**config.mk**
```make
export PLATFORM = sky130hd
export DESIGN_NAME = quantized_conv_mac_requantize_flat
export DESIGN_NICKNAME = d
export VERILOG_FILES = /design/src/rtl/core/qcmr_pkg.sv /design/src/rtl/core/qcmr_if.sv /design/src/rtl/core/qcmr_front.sv /design/src/rtl/core/qcmr_queue.sv /design/src/rtl/core/qcmr_back.sv /design/src/rtl/core/quantized_conv_mac_requantize.sv /design/src/flat_wrapper.sv
export SDC_FILE = /design/constraint.sdc
export NUM_CORES = 2
export LEC_CHECK = 0
export BUFFER_PORTS_ARGS = -buffer_cell sky130_fd_sc_hd__buf_2
export CORE_ASPECT_RATIO = 1.2
export CORE_UTILIZATION = 60
export DETAILED_ROUTE_END_ITERATION = 12
export GPL_ROUTABILITY_DRIVEN = 0
export PLACE_DENSITY = 0.88
export SKIP_LAST_GASP = 1
export SLEW_MARGIN = 40
export SYNTH_ARGS = -nofsm -noshare
export SYNTH_HDL_FRONTEND = slang
export SYNTH_SLANG_ARGS = --single-unit
```
**constraint.sdc**
```tcl
create_clock -name clk -period 14.1 [get_ports clk]
set_input_delay 1.41 -clock clk [delete_from_list [all_inputs] [get_ports clk]]
set_output_delay 1.41 -clock clk [all_outputs]
set_load 0.005 [all_outputs]
```
**src/rtl/core/qcmr_pkg.sv**
```systemverilog
package qcmr_pkg;

  localparam int CodeW    = 8;
  localparam int ZpW      = 9;
  localparam int ShiftW   = 6;
  localparam int WordW    = 32;
  localparam int AddrW    = 5;
  localparam int OperandW = 10;             // widened byte minus zero point
  localparam int ProductW = 2 * OperandW;

  // register indexes (byte address / 4)
  localparam logic [2:0] RegActZp    = 3'd0;
  localparam logic [2:0] RegWtZp     = 3'd1;
  localparam logic [2:0] RegOutZp    = 3'd2;
  localparam logic [2:0] RegActUns   = 3'd3;
  localparam logic [2:0] RegWtUns    = 3'd4;
  localparam logic [2:0] RegOutUns   = 3'd5;
  localparam logic [2:0] RegShift    = 3'd6;

  localparam logic [ShiftW-1:0] ShiftReset = 6'd31;

  localparam int OutMinSigned   = -128;
  localparam int OutMaxSigned   = 127;
  localparam int OutMaxUnsigned = 255;

  typedef struct packed {
    logic [ZpW-1:0] act_zp;
    logic [ZpW-1:0] wt_zp;
    logic           act_uns;
    logic           wt_uns;
  } mac_cfg_t;

  typedef struct packed {
    logic [ZpW-1:0]    out_zp;
    logic              out_uns;
    logic [ShiftW-1:0] shift;
  } rq_cfg_t;

  typedef struct packed {
    logic [WordW-1:0] sum;
    logic [WordW-1:0] mult;
  } rq_job_t;

endpackage

```
**src/rtl/core/qcmr_if.sv**
```systemverilog
interface qcmr_tap_if;
  logic        valid;
  logic        ready;
  logic [7:0]  act_code;
  logic [7:0]  wt_code;
  logic        tap_valid;
  logic [31:0] bias_value;
  logic [31:0] channel_multiplier;
  logic        last_tap;

  modport source (
    output valid, act_code, wt_code, tap_valid, bias_value, channel_multiplier, last_tap,
    input  ready
  );
  modport sink (
    input  valid, act_code, wt_code, tap_valid, bias_value, channel_multiplier, last_tap,
    output ready
  );
endinterface

interface qcmr_out_if;
  logic       valid;
  logic       ready;
  logic [7:0] out_code;

  modport source (output valid, out_code, input ready);
  modport sink (input valid, out_code, output ready);
endinterface

```
**src/rtl/core/qcmr_front.sv**
```systemverilog
module qcmr_front (
  input  logic               clk,
  input  logic               rst,
  input  qcmr_pkg::mac_cfg_t cfg,
  qcmr_tap_if.sink           tap,
  output logic               push,
  output qcmr_pkg::rq_job_t  push_data,
  input  logic               full
);

  localparam int OW = qcmr_pkg::OperandW;
  localparam int PW = qcmr_pkg::ProductW;
  localparam int WW = qcmr_pkg::WordW;

  logic [WW-1:0]        tap_sum;
  logic [WW-1:0]        tap_sum_next;
  logic                 accept;
  logic signed [OW-1:0] act_wide;
  logic signed [OW-1:0] wt_wide;
  logic signed [OW-1:0] act_op;
  logic signed [OW-1:0] wt_op;
  logic signed [PW-1:0] prod;
  logic [WW-1:0]        prod_ext;
  logic [WW-1:0]        sum_taps;

  assign tap.ready = !full;
  assign accept    = tap.valid && tap.ready;

  always_comb begin
    act_wide = cfg.act_uns ? $signed({2'b00, tap.act_code})
                           : $signed({{2{tap.act_code[7]}}, tap.act_code});
    wt_wide  = cfg.wt_uns  ? $signed({2'b00, tap.wt_code})
                           : $signed({{2{tap.wt_code[7]}}, tap.wt_code});
    act_op   = act_wide - $signed({cfg.act_zp[qcmr_pkg::ZpW-1], cfg.act_zp});
    wt_op    = wt_wide  - $signed({cfg.wt_zp[qcmr_pkg::ZpW-1], cfg.wt_zp});
    prod     = act_op * wt_op;
    prod_ext = {{(WW-PW){prod[PW-1]}}, prod};
    sum_taps = tap.tap_valid ? tap_sum + prod_ext : tap_sum;
    tap_sum_next = tap.last_tap ? '0 : sum_taps;
  end

  // last tap: bias goes in and the finished sum leaves for requantization
  assign push           = accept && tap.last_tap;
  assign push_data.sum  = sum_taps + tap.bias_value;
  assign push_data.mult = tap.channel_multiplier;

  always_ff @(posedge clk) begin
    if (rst) begin
      tap_sum <= '0;
    end else if (accept) begin
      tap_sum <= tap_sum_next;
    end
  end

`ifndef SYNTH
  a_sum_cleared: assert property (@(posedge clk) disable iff (rst)
    push |=> tap_sum == '0)
    else $error("accumulator not cleared after last tap");
`endif

endmodule

```
**src/rtl/core/qcmr_queue.sv**
```systemverilog
module qcmr_queue #(
  parameter int DEPTH = 2
) (
  input  logic              clk,
  input  logic              rst,
  input  logic              push,
  input  qcmr_pkg::rq_job_t push_data,
  output logic              full,
  input  logic              pop,
  output qcmr_pkg::rq_job_t pop_data,
  output logic              empty
);

  localparam int PTR_W = (DEPTH > 1) ? $clog2(DEPTH) : 1;
  localparam int CNT_W = $clog2(DEPTH + 1);
  localparam logic [PTR_W-1:0] LAST_PTR = PTR_W'(DEPTH - 1);
  localparam logic [CNT_W-1:0] FULL_CNT = CNT_W'(DEPTH);

  qcmr_pkg::rq_job_t entries [DEPTH];
  logic [PTR_W-1:0]  wr_ptr;
  logic [PTR_W-1:0]  rd_ptr;
  logic [CNT_W-1:0]  count;

  assign full     = count == FULL_CNT;
  assign empty    = count == '0;
  assign pop_data = entries[rd_ptr];

  always_ff @(posedge clk) begin
    if (push) begin
      entries[wr_ptr] <= push_data;
    end
  end

  always_ff @(posedge clk) begin
    if (rst) begin
      wr_ptr <= '0;
      rd_ptr <= '0;
      count  <= '0;
    end else begin
      if (push) begin
        wr_ptr <= (wr_ptr == LAST_PTR) ? '0 : wr_ptr + 1'b1;
      end
      if (pop) begin
        rd_ptr <= (rd_ptr == LAST_PTR) ? '0 : rd_ptr + 1'b1;
      end
      if (push && !pop) begin
        count <= count + 1'b1;
      end else if (pop && !push) begin
        count <= count - 1'b1;
      end
    end
  end

`ifndef SYNTH
  a_no_overflow: assert property (@(posedge clk) disable iff (rst)
    push |-> !full)
    else $error("push into full job queue");
  a_no_underflow: assert property (@(posedge clk) disable iff (rst)
    pop |-> !empty)
    else $error("pop from empty job queue");
`endif

endmodule

```
**src/rtl/core/qcmr_back.sv**
```systemverilog
module qcmr_back (
  input  logic              clk,
  input  logic              rst,
  input  qcmr_pkg::rq_cfg_t cfg,
  input  logic              empty,
  input  qcmr_pkg::rq_job_t pop_data,
  output logic              pop,
  qcmr_out_if.source        res
);

  localparam int WW = qcmr_pkg::WordW;
  localparam int HW = WW / 2;
  localparam int MW = WW + HW + 1;   // sum times one unsigned half
  localparam int PW = 2 * WW;
  localparam int TW = PW + 1;

  localparam logic signed [TW-1:0] LO_S = TW'(qcmr_pkg::OutMinSigned);
  localparam logic signed [TW-1:0] HI_S = TW'(qcmr_pkg::OutMaxSigned);
  localparam logic signed [TW-1:0] HI_U = TW'(qcmr_pkg::OutMaxUnsigned);

  typedef enum logic [5:0] {
    ST_IDLE   = 6'b000001,
    ST_MUL_LO = 6'b000010,
    ST_MUL_HI = 6'b000100,
    ST_ADD    = 6'b001000,
    ST_SHIFT  = 6'b010000,
    ST_FIN    = 6'b100000
  } rq_state_t;

  rq_state_t                      state;
  logic [WW-1:0]                  sum_r;
  logic [WW-1:0]                  mult_r;
  logic signed [MW-1:0]           prod_lo;
  logic signed [MW-1:0]           prod_hi;
  logic signed [PW-1:0]           prod;
  logic signed [PW-1:0]           quot;
  logic                           round_bit;
  logic                           sticky;
  logic                           out_valid;
  logic [qcmr_pkg::CodeW-1:0]     out_code;

  logic [HW-1:0]                  mul_half;
  logic signed [MW-1:0]           mul_res;
  logic [qcmr_pkg::ShiftW-1:0]    shift_m1;
  logic [PW-1:0]                  low_mask;
  logic signed [TW-1:0]           t_base;
  logic signed [TW-1:0]           t_round;
  logic signed [TW-1:0]           lo;
  logic signed [TW-1:0]           hi;
  logic signed [TW-1:0]           t_clamp;
  logic                           out_free;

  assign out_free = !out_valid || res.ready;
  assign pop      = (state == ST_IDLE) && !empty;

  // one 32x17 multiplier, used for each half of the multiplier in turn
  always_comb begin
    mul_half = (state == ST_MUL_LO) ? mult_r[HW-1:0] : mult_r[WW-1:HW];
    mul_res  = $signed(sum_r) * $signed({1'b0, mul_half});
    shift_m1 = cfg.shift - 1'b1;
    low_mask = (PW'(1) << shift_m1) - PW'(1);
  end

  // floor division plus zero point, then half away from zero on the sign of that sum
  always_comb begin
    t_base  = $signed({quot[PW-1], quot})
            + $signed({{(TW-qcmr_pkg::ZpW){cfg.out_zp[qcmr_pkg::ZpW-1]}}, cfg.out_zp});
    t_round = (round_bit && (!t_base[TW-1] || sticky)) ? t_base + TW'(1) : t_base;
    lo      = cfg.out_uns ? '0 : LO_S;
    hi      = cfg.out_uns ? HI_U : HI_S;
    if (t_round < lo) begin
      t_clamp = lo;
    end else if (t_round > hi) begin
      t_clamp = hi;
    end else begin
      t_clamp = t_round;
    end
  end

  always_ff @(posedge clk) begin
    case (state)
      ST_IDLE: begin
        if (!empty) begin
          sum_r  <= pop_data.sum;
          mult_r <= pop_data.mult;
        end
      end
      ST_MUL_LO: prod_lo <= mul_res;
      ST_MUL_HI: prod_hi <= mul_res;
      ST_ADD: begin
        prod <= $signed({prod_hi[PW-HW-1:0], {HW{1'b0}}})
              + $signed({{(PW-MW){prod_lo[MW-1]}}, prod_lo});
      end
      ST_SHIFT: begin
        quot      <= prod >>> cfg.shift;
        round_bit <= (cfg.shift != '0) && prod[shift_m1];
        sticky    <= (cfg.shift != '0) && ((prod & low_mask) != '0);
      end
      default: ;
    endcase
    if (state == ST_FIN && out_free) begin
      out_code <= t_clamp[qcmr_pkg::CodeW-1:0];
    end
  end

  always_ff @(posedge clk) begin
    if (rst) begin
      state     <= ST_IDLE;
      out_valid <= 1'b0;
    end else begin
      case (state)
        ST_IDLE:   if (!empty) state <= ST_MUL_LO;
        ST_MUL_LO: state <= ST_MUL_HI;
        ST_MUL_HI: state <= ST_ADD;
        ST_ADD:    state <= ST_SHIFT;
        ST_SHIFT:  state <= ST_FIN;
        ST_FIN:    if (out_free) state <= ST_IDLE;
        default:   state <= ST_IDLE;
      endcase
      if (state == ST_FIN && out_free) begin
        out_valid <= 1'b1;
      end else if (res.ready) begin
        out_valid <= 1'b0;
      end
    end
  end

  assign res.valid    = out_valid;
  assign res.out_code = out_code;

`ifndef SYNTH
  a_mul_after_pop: assert property (@(posedge clk) disable iff (rst)
    state == ST_MUL_LO |-> $past(pop))
    else $error("multiply started without a job");
  a_result_loaded: assert property (@(posedge clk) disable iff (rst)
    (state == ST_FIN && out_free) |=> (out_valid && state == ST_IDLE))
    else $error("finished result not presented");
`endif

endmodule

```
**src/rtl/core/quantized_conv_mac_requantize.sv**
```systemverilog
// Channel  Dir  Kind       Payload
// tap      in   valid/rdy  act_code, wt_code, tap_valid, bias_value, channel_multiplier, last_tap
// res      out  valid/rdy  out_code
// apb      in   APB r/w    7 config registers at 4*i, pready tied high
//
// Taps are taken one per cycle while tap.ready is high; the MAC updates the accumulator in the cycle a word is taken.
// Each last tap queues one job; the requantizer takes a job only from idle and runs it on its
// shared 32x17 multiplier, low half then high half, plus add, shift and round/clamp steps.
// tap.ready drops only while the job queue (QUEUE_DEPTH entries) is full.
// rst (synchronous) clears the accumulator, queue, sequencer and output; shift resets to 31.
// A stalled result holds in the output register; the requantizer waits, then the queue fills.
module quantized_conv_mac_requantize #(
  parameter int QUEUE_DEPTH = 2
) (
  input  logic                        clk,
  input  logic                        rst,
  qcmr_tap_if.sink                    tap,
  qcmr_out_if.source                  res,
  input  logic                        psel,
  input  logic                        penable,
  input  logic                        pwrite,
  input  logic [qcmr_pkg::AddrW-1:0]  paddr,
  input  logic [qcmr_pkg::WordW-1:0]  pwdata,
  output logic [qcmr_pkg::WordW-1:0]  prdata,
  output logic                        pready
);

  localparam int ZW = qcmr_pkg::ZpW;
  localparam int SW = qcmr_pkg::ShiftW;

  logic [ZW-1:0]      act_zero_point;
  logic [ZW-1:0]      wt_zero_point;
  logic [ZW-1:0]      out_zero_point;
  logic               act_unsigned;
  logic               wt_unsigned;
  logic               out_unsigned;
  logic [SW-1:0]      requant_shift;

  logic               cfg_wr;
  logic [2:0]         reg_idx;
  qcmr_pkg::mac_cfg_t mac_cfg;
  qcmr_pkg::rq_cfg_t  rq_cfg;
  logic               push;
  logic               pop;
  logic               full;
  logic               empty;
  qcmr_pkg::rq_job_t  push_data;
  qcmr_pkg::rq_job_t  pop_data;

  assign pready  = 1'b1;
  assign cfg_wr  = psel && penable && pwrite && pready;
  assign reg_idx = paddr[qcmr_pkg::AddrW-1:2];

  always_ff @(posedge clk) begin
    if (rst) begin
      act_zero_point <= '0;
      wt_zero_point  <= '0;
      out_zero_point <= '0;
      act_unsigned   <= 1'b0;
      wt_unsigned    <= 1'b0;
      out_unsigned   <= 1'b0;
      requant_shift  <= qcmr_pkg::ShiftReset;
    end else if (cfg_wr) begin
      case (reg_idx)
        qcmr_pkg::RegActZp:  act_zero_point <= pwdata[ZW-1:0];
        qcmr_pkg::RegWtZp:   wt_zero_point  <= pwdata[ZW-1:0];
        qcmr_pkg::RegOutZp:  out_zero_point <= pwdata[ZW-1:0];
        qcmr_pkg::RegActUns: act_unsigned   <= pwdata[0];
        qcmr_pkg::RegWtUns:  wt_unsigned    <= pwdata[0];
        qcmr_pkg::RegOutUns: out_unsigned   <= pwdata[0];
        qcmr_pkg::RegShift:  requant_shift  <= pwdata[SW-1:0];
        default: ;
      endcase
    end
  end

  always_comb begin
    case (reg_idx)
      qcmr_pkg::RegActZp:  prdata = {{(qcmr_pkg::WordW-ZW){1'b0}}, act_zero_point};
      qcmr_pkg::RegWtZp:   prdata = {{(qcmr_pkg::WordW-ZW){1'b0}}, wt_zero_point};
      qcmr_pkg::RegOutZp:  prdata = {{(qcmr_pkg::WordW-ZW){1'b0}}, out_zero_point};
      qcmr_pkg::RegActUns: prdata = {{(qcmr_pkg::WordW-1){1'b0}}, act_unsigned};
      qcmr_pkg::RegWtUns:  prdata = {{(qcmr_pkg::WordW-1){1'b0}}, wt_unsigned};
      qcmr_pkg::RegOutUns: prdata = {{(qcmr_pkg::WordW-1){1'b0}}, out_unsigned};
      qcmr_pkg::RegShift:  prdata = {{(qcmr_pkg::WordW-SW){1'b0}}, requant_shift};
      default:             prdata = '0;
    endcase
  end

  assign mac_cfg.act_zp  = act_zero_point;
  assign mac_cfg.wt_zp   = wt_zero_point;
  assign mac_cfg.act_uns = act_unsigned;
  assign mac_cfg.wt_uns  = wt_unsigned;
  assign rq_cfg.out_zp   = out_zero_point;
  assign rq_cfg.out_uns  = out_unsigned;
  assign rq_cfg.shift    = requant_shift;

  qcmr_front u_front (
    .clk       (clk),
    .rst       (rst),
    .cfg       (mac_cfg),
    .tap       (tap),
    .push      (push),
    .push_data (push_data),
    .full      (full)
  );

  qcmr_queue #(
    .DEPTH (QUEUE_DEPTH)
  ) u_queue (
    .clk       (clk),
    .rst       (rst),
    .push      (push),
    .push_data (push_data),
    .full      (full),
    .pop       (pop),
    .pop_data  (pop_data),
    .empty     (empty)
  );

  qcmr_back u_back (
    .clk      (clk),
    .rst      (rst),
    .cfg      (rq_cfg),
    .empty    (empty),
    .pop_data (pop_data),
    .pop      (pop),
    .res      (res)
  );

endmodule
```
**src/flat_wrapper.sv**
```systemverilog
// flat-port wrapper written by rule: the top's interface ports become plain ports
module quantized_conv_mac_requantize_flat 
#(
  parameter int QUEUE_DEPTH = 2
)
  (clk, rst, psel, penable, pwrite, paddr, pwdata, prdata, pready, tap_valid, tap_act_code, tap_wt_code, tap_tap_valid, tap_bias_value, tap_channel_multiplier, tap_last_tap, tap_ready, res_valid, res_out_code, res_ready);
  qcmr_tap_if tap_i ();
  qcmr_out_if res_i ();
  input  logic clk;
  input  logic rst;
  input  logic psel;
  input  logic penable;
  input  logic pwrite;
  input  logic [qcmr_pkg::AddrW-1:0] paddr;
  input  logic [qcmr_pkg::WordW-1:0] pwdata;
  output logic [qcmr_pkg::WordW-1:0] prdata;
  output logic pready;
  input wire logic [$bits(tap_i.valid)-1:0] tap_valid;
  input wire logic [$bits(tap_i.act_code)-1:0] tap_act_code;
  input wire logic [$bits(tap_i.wt_code)-1:0] tap_wt_code;
  input wire logic [$bits(tap_i.tap_valid)-1:0] tap_tap_valid;
  input wire logic [$bits(tap_i.bias_value)-1:0] tap_bias_value;
  input wire logic [$bits(tap_i.channel_multiplier)-1:0] tap_channel_multiplier;
  input wire logic [$bits(tap_i.last_tap)-1:0] tap_last_tap;
  output wire logic [$bits(tap_i.ready)-1:0] tap_ready;
  output wire logic [$bits(res_i.valid)-1:0] res_valid;
  output wire logic [$bits(res_i.out_code)-1:0] res_out_code;
  input wire logic [$bits(res_i.ready)-1:0] res_ready;
  assign tap_i.valid = tap_valid;
  assign tap_i.act_code = tap_act_code;
  assign tap_i.wt_code = tap_wt_code;
  assign tap_i.tap_valid = tap_tap_valid;
  assign tap_i.bias_value = tap_bias_value;
  assign tap_i.channel_multiplier = tap_channel_multiplier;
  assign tap_i.last_tap = tap_last_tap;
  assign tap_ready = tap_i.ready;
  assign res_valid = res_i.valid;
  assign res_out_code = res_i.out_code;
  assign res_i.ready = res_ready;
  quantized_conv_mac_requantize #(.QUEUE_DEPTH(QUEUE_DEPTH)) u_core (.clk(clk), .rst(rst), .tap(tap_i), .res(res_i), .psel(psel), .penable(penable), .pwrite(pwrite), .paddr(paddr), .pwdata(pwdata), .prdata(prdata), .pready(pready));
endmodule
```
==> out/metrics.yaml <==
synth-edff-count: 427
clkSinkCount: 506
drv_slew: 0
fillers: 7157
cts-resized-gates: 0
rsz0062_at_grt: "false"
r2r-start: "u_core.wt_zero_point[0]$_SDFFE_PP0P_"
fmax_mhz: 79.6
yosysMostFrequentCell: "nand2_1"
crit_cells: 47
cpMostUsedCell: "fa_1"
critPathTopFamily: "adder cells"
finalClockSkew_ps: 35.0
period_needed_ps: 12570
grt_pass1_vias: 51000
required_ps: 14450
ys_types: 131
area_growth_syn_to_layout_pct: 5.45
synthCells: 6417
max_stage_delay_ps: 650
core-area_sq_mm: 0.0987
status: "finished, violations left"
tritoncts: "built"
place_inst: 7606
dieArea_sq_mm: 0.101
drtAntennaViolNets: 0
postLayoutCellArea_sq_mm: 0.0632
tns_ps: 0
placed_area_sq_mm: 0.0615
grt_max_degree: 74
cts_setup_buffers: 0
drtIter0Drc: 5452
nets: 7521
worst_pin_slew_ps: 949
startpoint_type: "primary input"
yosysSeqAreaShare_pct: 24.0
fin_cells: 7706
grt_overflow: 0
worstSetupStartpoint: "tap_wt_code[0]"
min_path_type: "flip-flop to flip-flop"
r2r-end: "u_core.u_queue.entries[0][63]$_DFFE_PP_"
io_pins: 169
drc_errors: 1
crit_type: "primary input to flip-flop"
hpwl_mm: 123
grt.total_usage_pct: 32.5
yosysWarnings: 0
arrival_ps: 12920
syn_area_sq_mm: 0.0599
htreeDepth: 2
yosysTopAreaCell: "edfxtp_1"
grt_pass1_wl_mm: 262
cts_buffers: 50
synth_async_sr_flop_share_pct: 0
endpoint_kind: "flip-flop"
ys_ff_latch: 506
final.period_utilization_pct: 89.1
first_pass_iters: 12
initial_core_util_pct: 60.7
path_clk_slew_ps: 60
io_buffers: 119
relSlewSlack_pct: 36.1
r2r_slack_ps: 2090
violations: "DRC"
critPathMaxFanout: 10
vias_per_cell: 6.44
setup_violations: 0
post-route-util_pct: 64.0
crit_slowest_cell: "xor2_1"
num_rows: 126
rr_worst_depth: 45
die_x_um: 291
synthTopCellsByArea: "edfxtp_1, fa_1, ha_1"
cts-root-buf: "clkbuf_16"
hold_violations: 0
cts_max_path_buffers: 3
drive_above_1_share_pct: 9.14
antenna_found_initial: 4
syn_avg_cell_area_sq_um: 9.34
yosys-top-cells-count: "nand2_1, inv_1, fa_1"
synth_flop_cell: "edfxtp_1"
cts_hold_buffers: 0
die_h_um: 348
drv_cap: 0
crit_buf_inv: 6
vias: 49600
clock_latency_ps: 640
avgRoutedWirePerCell_um: 21.4
crit_path_end: "u_core.u_queue.entries[0][63]$_DFFE_PP_"
synth_top_area_share_pct: 21.4
routed_wl_mm: 165
[placed cells by master, fill, tap and decap left out, types with 32 or more instances in the layout]
master	netlist	final
nand2_1	815	814
inv_1	788	784
fa_1	587	587
nor2_1	460	458
edfxtp_1	427	427
ha_1	424	422
a21oi_1	276	276
o21ai_0	223	223
xnor2_1	218	216
nor2b_1	199	199
a21o_1	131	131
nor3_1	121	120
buf_2	11	119
mux2_2	110	110
xor2_1	103	102
nand3_1	101	101
mux2i_1	100	95
mux4_2	76	76
dfxtp_1	79	70
and2_1	66	66
buf_4	28	55
nand2b_1	53	53
nand4_1	53	53
clkbuf_16	0	52
a31oi_1	46	46
a211oi_1	43	43
a22oi_1	43	43
o21bai_1	42	42
and3_1	38	37
o21a_1	36	36
or3_1	32	32
[worst min-delay path by stage]
| stage | start | endpoint | slack (ps) | cells past startpoint |
|---|---|---|---|---|
| 2_1_floorplan | u_core.u_back.prod_lo[0]$_DFFE_PP_ | u_core.u_back.prod[0]$_DFFE_PN_ | 400 | 0 |
| 3_3_place_gp | u_core.u_back.prod_lo[9]$_DFFE_PP_ | u_core.u_back.prod[9]$_DFFE_PN_ | 400 | 0 |
| 3_5_place_dp | u_core.u_back.prod_lo[9]$_DFFE_PP_ | u_core.u_back.prod[9]$_DFFE_PN_ | 410 | 0 |
| 4_1_cts | u_core.u_back.prod_lo[9]$_DFFE_PP_ | u_core.u_back.prod[9]$_DFFE_PN_ | 420 | 0 |
| 5_1_grt | u_core.u_back.prod_lo[9]$_DFFE_PP_ | u_core.u_back.prod[9]$_DFFE_PN_ | 420 | 0 |
| 6_report | u_core.u_back.prod_lo[11]$_DFFE_PP_ | u_core.u_back.prod[11]$_DFFE_PN_ | 420 | 0 |
[metrics by stage]
step                hold WS (ps)  setup WS, ps
floorplan                    400          2340
global placement             403          1510
detailed placement           405          1240
CTS                          420          1690
global route                 421           914
finish                       419          1530
[state kept, by name, indices dropped and copies added, names as in the netlist, 2 cells and up]
register                    cells
u_core.u_back.prod_hi          48
u_core.u_queue.count            2
u_core.u_back.prod_lo          49
u_core.u_queue.entries        128
u_core.u_back.mult_r           32
u_core.u_back.prod             64
u_core.u_front.tap_sum         32
u_core.wt_zero_point            9
u_core.act_zero_point           9
u_core.requant_shift            6
u_core.u_back.quot             64
u_core.out_zero_point           9
u_core.u_back.res.out_code      8
u_core.u_back.state             6
u_core.u_back.sum_r            32
[cells by family after synthesis]
logic type	after synthesis	synth area share [%]
buffers and inverters	1082	7.09
muxes	286	6.59
AOI/OAI and AO/OA	1106	12.3
DFF	506	24.0
and+or+nand+nor	2100	16.7
xor gates and xnor gates	324	4.79
adders and majority gates	1011	28.5
other	2	0.0125
[final cells by class]
class | count | area (sq um) | share of cell area (%)
sequential | 506 | 14400 | 22.8
clock buffer | 69 | 1390 | 2.19
timing repair buffer | 183 | 1120 | 1.78
inverter | 792 | 2970 | 4.70
multi-input combinational | 4851 | 41500 | 65.6
tap | 1280 | 1600 | 2.53
clock inverter | 23 | 211 | 0.335
antenna | 2 | 5.00 | 0.00792
[routing by layer]
metal  part of all wire [%]  global-route usage, %  vias up
met3                    9.8                   6.64     1003
li1                       -                      -    21800
met2                     48                   56.0     3204
met5                  0.013                      0        -
met4                    8.1                   22.4        4
met1                     34                   36.2    23600
Power is left out: the tool's default activity adds up to more than one toggle a clock period on the data nets, which glitch-free logic cannot reach.
